`src/hw/rtl/tvt_pkg.sv`:
```
// Shared types, sizes and operation codes for the tagged value table.
package tvt_pkg;

  // Slots including the terminator slot, and the entries that can be held.
  localparam int MAX_SLOTS = 64;
  localparam int N_ENTRIES = MAX_SLOTS - 1;

  // Width of an entry index or of the entry count.
  localparam int CNT_W = $clog2(MAX_SLOTS);

  // Width used for capacity arithmetic: wide enough for the register and for MAX_SLOTS.
  localparam int CAP_W = (CNT_W + 1 > 7) ? CNT_W + 1 : 7;

  // Fixed field widths of the ports.
  localparam int KIND_W   = 2;
  localparam int TAG_W    = 32;
  localparam int VALUE_W  = 32;
  localparam int CAPREG_W = 7;
  localparam int COUNT_W  = 6;

  // Operation codes carried in the kind field.
  typedef enum logic [KIND_W-1:0] {
    KIND_SEARCH = 2'd0,
    KIND_INSERT = 2'd1,
    KIND_DELETE = 2'd2
  } kind_t;

  // Controller states.
  typedef enum logic [1:0] {
    S_IDLE,
    S_SCAN,
    S_FIN
  } state_t;

  // Probe that travels along the row of cells, one cell per cycle.
  typedef struct packed {
    logic               vld;
    logic [TAG_W-1:0]   tag;
    logic               hit;
    logic [CNT_W-1:0]   pos;
    logic [VALUE_W-1:0] value;
  } probe_t;

  // Update command broadcast to every cell.
  typedef struct packed {
    logic               wr;
    logic               shift;
    logic [CNT_W-1:0]   pos;
    logic [TAG_W-1:0]   tag;
    logic [VALUE_W-1:0] value;
  } upd_t;

endpackage

```
`src/hw/rtl/tvt_cell.sv`:
```
// One slot of the table: holds a tag and value and passes the search probe on.
module tvt_cell (
  input  logic                        clk,
  input  logic                        rst_n,
  input  logic [tvt_pkg::CNT_W-1:0]   idx,
  input  logic [tvt_pkg::CNT_W-1:0]   held,
  input  tvt_pkg::probe_t             probe_i,
  output tvt_pkg::probe_t             probe_o,
  input  tvt_pkg::upd_t               upd,
  input  logic [tvt_pkg::TAG_W-1:0]   nb_tag,
  input  logic [tvt_pkg::VALUE_W-1:0] nb_value,
  output logic [tvt_pkg::TAG_W-1:0]   tag_o,
  output logic [tvt_pkg::VALUE_W-1:0] value_o
);
  import tvt_pkg::*;

  logic [TAG_W-1:0]   tag_r;
  logic [VALUE_W-1:0] value_r;
  probe_t             probe_r;
  probe_t             probe_nxt;
  logic               match;

  // A live slot whose tag equals the probe tag claims the first hit.
  always_comb begin
    match     = probe_i.vld && !probe_i.hit && (idx < held) && (tag_r == probe_i.tag);
    probe_nxt = probe_i;
    if (match) begin
      probe_nxt.hit   = 1'b1;
      probe_nxt.pos   = idx;
      probe_nxt.value = value_r;
    end
  end

  // Probe stage register: only the valid flag needs a reset.
  always_ff @(posedge clk) begin
    if (!rst_n) begin
      probe_r.vld <= 1'b0;
    end else begin
      probe_r.vld <= probe_nxt.vld;
    end
    probe_r.tag   <= probe_nxt.tag;
    probe_r.hit   <= probe_nxt.hit;
    probe_r.pos   <= probe_nxt.pos;
    probe_r.value <= probe_nxt.value;
  end

  // Slot contents: written on insert, or taken from the next slot on delete.
  always_ff @(posedge clk) begin
    if (upd.wr && (idx == upd.pos)) begin
      tag_r   <= upd.tag;
      value_r <= upd.value;
    end else if (upd.shift && (idx >= upd.pos)) begin
      tag_r   <= nb_tag;
      value_r <= nb_value;
    end
  end

  assign probe_o = probe_r;
  assign tag_o   = tag_r;
  assign value_o = value_r;

endmodule

```
`config.mk`:
```
export PLATFORM = sky130hd
export DESIGN_NAME = tvt_cell
export DESIGN_NICKNAME = d
export VERILOG_FILES = /design/src/hw/rtl/tvt_pkg.sv /design/src/hw/rtl/tvt_cell.sv
export SDC_FILE = /design/constraint.sdc
export NUM_CORES = 1
export LEC_CHECK = 0
export BUFFER_PORTS_ARGS = -buffer_cell sky130_fd_sc_hd__clkbuf_2
export CELL_PAD_IN_SITES_DETAIL_PLACEMENT = 0
export CELL_PAD_IN_SITES_GLOBAL_PLACEMENT = 1
export CORE_AREA = 2 2 137 139
export DETAILED_ROUTE_END_ITERATION = 6
export DIE_AREA = 0 0 139 141
export PLACE_DENSITY = 0.76
export SYNTH_ARGS = -nofsm -noshare
export SYNTH_HDL_FRONTEND = slang
export SYNTH_SLANG_ARGS = --single-unit
```
`constraint.sdc`:
```
create_clock -name clk -period 8.4 [get_ports clk]
set_input_delay 1.68 -clock clk [delete_from_list [all_inputs] [get_ports clk]]
set_output_delay 1.68 -clock clk [all_outputs]
set_load 0.1 [all_outputs]
```
==> flow_summary.yaml, run 1 <==
sta:
  worst_slew_pin_slew_ps: 1060
  layout_setup_ws_ps: 3750
  setup_viol_count_final: 0
  rsz0062_at_grt: "false"
  relSlewSlack: 0.291
  hold_slack_ps: 496
  fin_crit_ps: 4650
  drv_slew: 0
  fin_crit_sh: 0.554
  tns_ps: 0
  skew_ps: 12.9
  final_hold_viol_count: 0
  fmax_mhz: 215
clocking:
  clk_latency_ps: 410
  cts_tree: "yes"
  cts_resized: 0
  post_cts_buffers: 0
  cts_buffers: 17
  clockBufferDepth: 2
  clk_pin_slew_ps: 60
  cts.root.buffer_cell: "clkbuf_16"
  htree_levels: 4
  cts.sinks: 136
  hold_buffers: 0
power_and_ir_drop:
  seq_power_share: 0.380
  p_sw_frac: 0.365
  pwr-share-clk: 0.355
  power_frac_comb: 0.266
  peakVddDrop_mv: 0.129
  p_leak_nw: 3.67
  p_int_mw: 1.30
  power_density_nw_per_um2: 260
  power_mw: 2.05
  p_sw_uw: 746
die:
  ios: 358
  fp.dieH_um: 141
  core_area_sq_um: 18300
  start_util: 0.286
  die_w_um: 139
  die_area_sq_um: 19600
  std_cell_rows: 50
global_route:
  grt_pass1_wl_mm: 23.6
  grt_start_max_net_pins: 66
  overflow: 0
  antenna_found_initial: 0
  grt_pass1_vias: 4292
  grt_usage: 0.160
final_layout:
  diodes: 0
  post-route-util: 0.430
  drive_above_1_share: 0.677
  synthToLayoutAreaGrowth_pct: 50.7
  fin_nets: 936
worst_setup_path:
  cp-startpoint: "idx[4]"
  worstPathRequired_ps: 8440
  r2r_slack_ps: 5840
  end_kind: "flip-flop"
  worstPathMaxFanout: 65
  r2r_end: "probe_o[26]$_DFF_P_"
  rr_worst_depth: 6
  critPathLaunchType: "input port"
  timing.rr.start: "tag_o[1]$_DFFE_PP_"
  crit_type: "in2reg"
  crit_end: "value_o[4]$_DFFE_PP_"
  cp_data_arrival_time_ps: 4690
synth:
  synth_area_leaders: "edfxtp_1 37%, dfxtp_1 28%, mux2_2 20%, xor2_1 4.7%, ha_1 2.6%"
  synth-edff-count: 64
  seq_area_frac_synth: 0.645
  synth_seq_cells: 136
  ys.flop_type: "dfxtp_1"
  yosys_warnings: 0
  synthCells: 335
  post-synth-top-count-cell: "mux2_2"
  synth_nets: 568
  syn-cell-area_sq_um: 5220
  yosys.area.top_type: "edfxtp_1"
  ys_types: 27
  syn_avg_cell_area_sq_um: 15.6
  async_flop_share: 0
  synth_top_area_share: 0.368
  synth_common_cells: "93 x mux2_2, 72 x dfxtp_1, 64 x edfxtp_1"
run_status:
  outcome: "complete, no violations"
route:
  ant_nets: 0
  drt_pass1_iterations: 4
  dr.first_iter.drc_count: 106
  vias: 4020
  drc: 0
  wl_per_cell_um: 16.6
  viasPerCell: 4.23
  routed_wl_mm: 15.8
run:
  drv_cap: 0
placed_design:
  gp_congestion: 0.809
  numPortBuffers: 357
  place_ws_ps: 3160
  hpwl_mm: 12.6
min_path:
  hold_path.class: "reg2reg"
-- through the flow --
step / area [sq um] / cells
after floorplan: 5220 / 335
after global placement: 7290 / 918
after detailed placement: 7290 / 918
after CTS: 7860 / 950
after global routing: 7860 / 950
final: 7860 / 950
-- critical path: stages --
cell      delay, ps
clkbuf_2        100
ha_1            310
nand4_1         190
nor2_4          140
buf_4           670
nor2_1          160
a21oi_4         840
buf_4           560
-- how the worst min path moves through the flow --
stage	cells past startpoint	endpoint	from	slack, ps
floorplan	1	probe_o[28]$_DFF_P_	value_o[28]$_DFFE_PP_	1180
global placement	1	probe_o[16]$_DFF_P_	value_o[16]$_DFFE_PP_	480
detailed placement	1	probe_o[27]$_DFF_P_	value_o[27]$_DFFE_PP_	490
CTS	1	probe_o[5]$_DFF_P_	value_o[5]$_DFFE_PP_	500
global route	1	probe_o[5]$_DFF_P_	value_o[5]$_DFFE_PP_	520
finish	1	probe_o[7]$_DFF_P_	value_o[7]$_DFFE_PP_	500
-- cells by family (layout without fill, tap and decap cells) --
family / Yosys count / after routing / share of synthesized area
flops: 136 / 136 / 0.645
mux: 102 / 102 / 0.220
xor+xnor: 32 / 32 / 0.0537
simple gates: 23 / 23 / 0.0261
buf+inv: 22 / 403 / 0.0185
fa+ha+maj: 11 / 11 / 0.0264
compound gates: 9 / 9 / 0.0103
-- power by group through the flow --
stage / Clock [mW] / Sequential [mW] / Combinational (mW)
after global routing: 0.773 / 0.782 / 0.564
after CTS: 0.744 / 0.777 / 0.548
after detailed placement: 0 / 0.791 / 0.547
final: 0.725 / 0.776 / 0.544
after floorplan: 0 / 1.15 / 0.0568
after global placement: 0 / 0.789 / 0.546
-- cell type report --
type | count | area, sq um
Tap cell | 234 | 293
Clock buffer | 20 | 447
Multi-Input combinational cell | 177 | 1780
Sequential cell | 136 | 3360
Inverter | 11 | 41.3
Fill cell | 1780 | 10400
Timing Repair Buffer | 360 | 1810
Clock inverter | 12 | 125
-- registers in the layout (all words and copies together), names as in the netlist --
| signal | flops |
|---|---|
| probe_o | 72 |
| tag_o | 32 |
| value_o | 32 |
-- metal layers --
| metal | wire (um) | track usage | vias up |
|---|---|---|---|
| met2 | 8090 | 0.274 | 178 |
| met1 | 6370 | 0.189 | 1856 |
| met3 | 993 | 0.0516 | 22 |
| li1 | - | - | 1964 |
| met4 | 320 | 0.0564 | 0 |
| met5 | 0 | 0 | - |
-- placed cells by master, fill, tap and decap left out, types with 2 or more instances in the layout --
cell         n
dfxtp_1     72
clkbuf_16   17
ha_1        11
mux2_2      93
nand4_1      4
edfxtp_1    64
inv_1       11
nor2_1       3
clkinv_1     2
clkbuf_2   357
mux2_1       9
clkbuf_1     2
buf_4        3
nand2b_1     2
xnor2_1      4
nor4_1       7
inv_6        3
xor2_1      28
a21oi_1      4
clkinv_2     3
bufinv_16    2
Note: power is estimated with default switching activity, not from simulation.
==> run 2, diff against run 1 <==
clock period = 4.55 ns   (was 8.4 ns; I/O delays follow)
==> run 2 against run 1 <==
Against the previous run: register-to-register slack lost 4100 ps; flip-flop and latch count unchanged; die area unchanged; clock power rose by 88%; power grew 86%; sequential share of layout area shrank 0.14 points; largest power group unchanged.
==> flow_summary.yaml, run 2 (synthesis gave the netlist of run 1 again) <==
run_status:
  outcome: "complete, no violations"
power_and_ir_drop:
  power_density_nw_per_um2: 481
  peakVddDrop_mv: 0.233
  p_leak_nw: 3.69
placed_design:
  numPortBuffers: 357
  hpwl_mm: 12.5
  place_ws_ps: 1090
  gp_congestion: 0.809
min_path:
  hold_path_depth: 1
  min_to: "probe_o[9]$_DFF_P_"
  hold_path.startpoint: "value_o[9]$_DFFE_PP_"
  hold_path.class: "reg2reg"
route:
  wl_per_cell_um: 16.4
  viasPerCell: 4.20
  dr.first_iter.drc_count: 134
  vias: 4001
  drt_pass1_iterations: 4
  drc: 0
  routed_wl_mm: 15.7
  ant_nets: 0
global_route:
  grt_pass1_vias: 4173
  antenna_found_initial: 0
  grt_usage: 0.157
  grt_pass1_wl_mm: 23.5
  grt_start_max_net_pins: 40
  overflow: 0
die:
  start_util: 0.286
  core_area_sq_um: 18300
  die_w_um: 139
  std_cell_rows: 50
  ios: 358
  fp.dieH_um: 141
  die_area_sq_um: 19600
sta:
  rsz0062_at_grt: "false"
  skew_ps: 9.92
  final_hold_viol_count: 0
  fin_crit_ps: 3010
  layout_setup_ws_ps: 1540
  fin_crit_sh: 0.661
  tns_ps: 0
  fmax_mhz: 333
  relSlewSlack: 0.513
  worst_slew_pin_slew_ps: 724
  setup_viol_count_final: 0
  drv_slew: 0
final_layout:
  fin_nets: 938
  layout_commonest_cell: "clkbuf_2"
  drive_above_1_share: 0.680
  synthToLayoutAreaGrowth_pct: 51.2
  largest_reg_flops: 72
  post-route-util: 0.432
  diodes: 0
  final_cell_mix: "357 x clkbuf_2, 93 x mux2_2, 72 x dfxtp_1"
clocking:
  hold_buffers: 0
  clk_latency_ps: 410
  clockBufferDepth: 2
  clk_pin_slew_ps: 60
  post_cts_buffers: 0
  cts_resized: 0
  cts_tree: "yes"
  cts.root.buffer_cell: "clkbuf_16"
  cts_buffers: 17
  cts.sinks: 136
  htree_levels: 4
worst_setup_path:
  r2r_end: "probe_o[30]$_DFF_P_"
  rr_worst_depth: 6
  worstPathRequired_ps: 4840
  cp_data_arrival_time_ps: 3290
  r2r_slack_ps: 1730
  cp-startpoint: "probe_i[52]"
  critPathLaunchType: "input port"
  worstPathMaxFanout: 39
  end_kind: "flip-flop"
  crit_type: "in2reg"
  timing.rr.start: "tag_o[13]$_DFFE_PP_"
run:
  drv_cap: 0
[run 2: cell type report]
class | count | area, sq um
fill | 1776 | 10400
sequential | 136 | 3360
timing repair buffer | 362 | 1820
multi-input combinational | 177 | 1780
clock buffer | 19 | 453
tap | 234 | 293
clock inverter | 13 | 129
inverter | 11 | 41.3
[run 2: critical path: stages]
cell and delay (ps):
clkbuf_2 100, xor2_1 150, nor4_1 650, o2111ai_1 300
nor4_4 260, buf_4 480, mux2_1 390
[run 2: routing by layer]
metal,track usage,vias up,part of all wire
met5,0,-,0
met4,0.0532,0,0.011
met3,0.0510,9,0.066
met2,0.262,167,0.50
met1,0.193,1865,0.42
li1,-,1960,-
[run 2: report_power, final]
part	leakage [nW]	internal (mW)	switching, mW
registers	1.20	1.39	0.0463
logic	2.20	0.190	0.813
clock network	0.285	0.831	0.526
[run 2: how the worst max path moves through the flow]
| stage | to | slack [ps] | cells past startpoint |
|---|---|---|---|
| floorplan | tag_o[0]$_DFFE_PP_ | 170 | 8 |
| global placement | probe_o[24]$_DFF_P_ | 1040 | 7 |
| detailed placement | probe_o[18]$_DFF_P_ | 1090 | 7 |
| CTS | probe_o[30]$_DFF_P_ | 1520 | 7 |
| global route | probe_o[30]$_DFF_P_ | 1390 | 7 |
| finish | probe_o[30]$_DFF_P_ | 1540 | 7 |
[run 2: metrics by stage]
stage                     hold WS (ps)  area [sq um]  cells  total power [mW]
after floorplan                    938          5220    335              2.23
after global placement             472          7310    920              2.47
after detailed placement           485          7310    920              2.47
after CTS                          501          7890    952              3.83
after global routing               509          7890    952              3.93
final                              500          7890    952              3.79
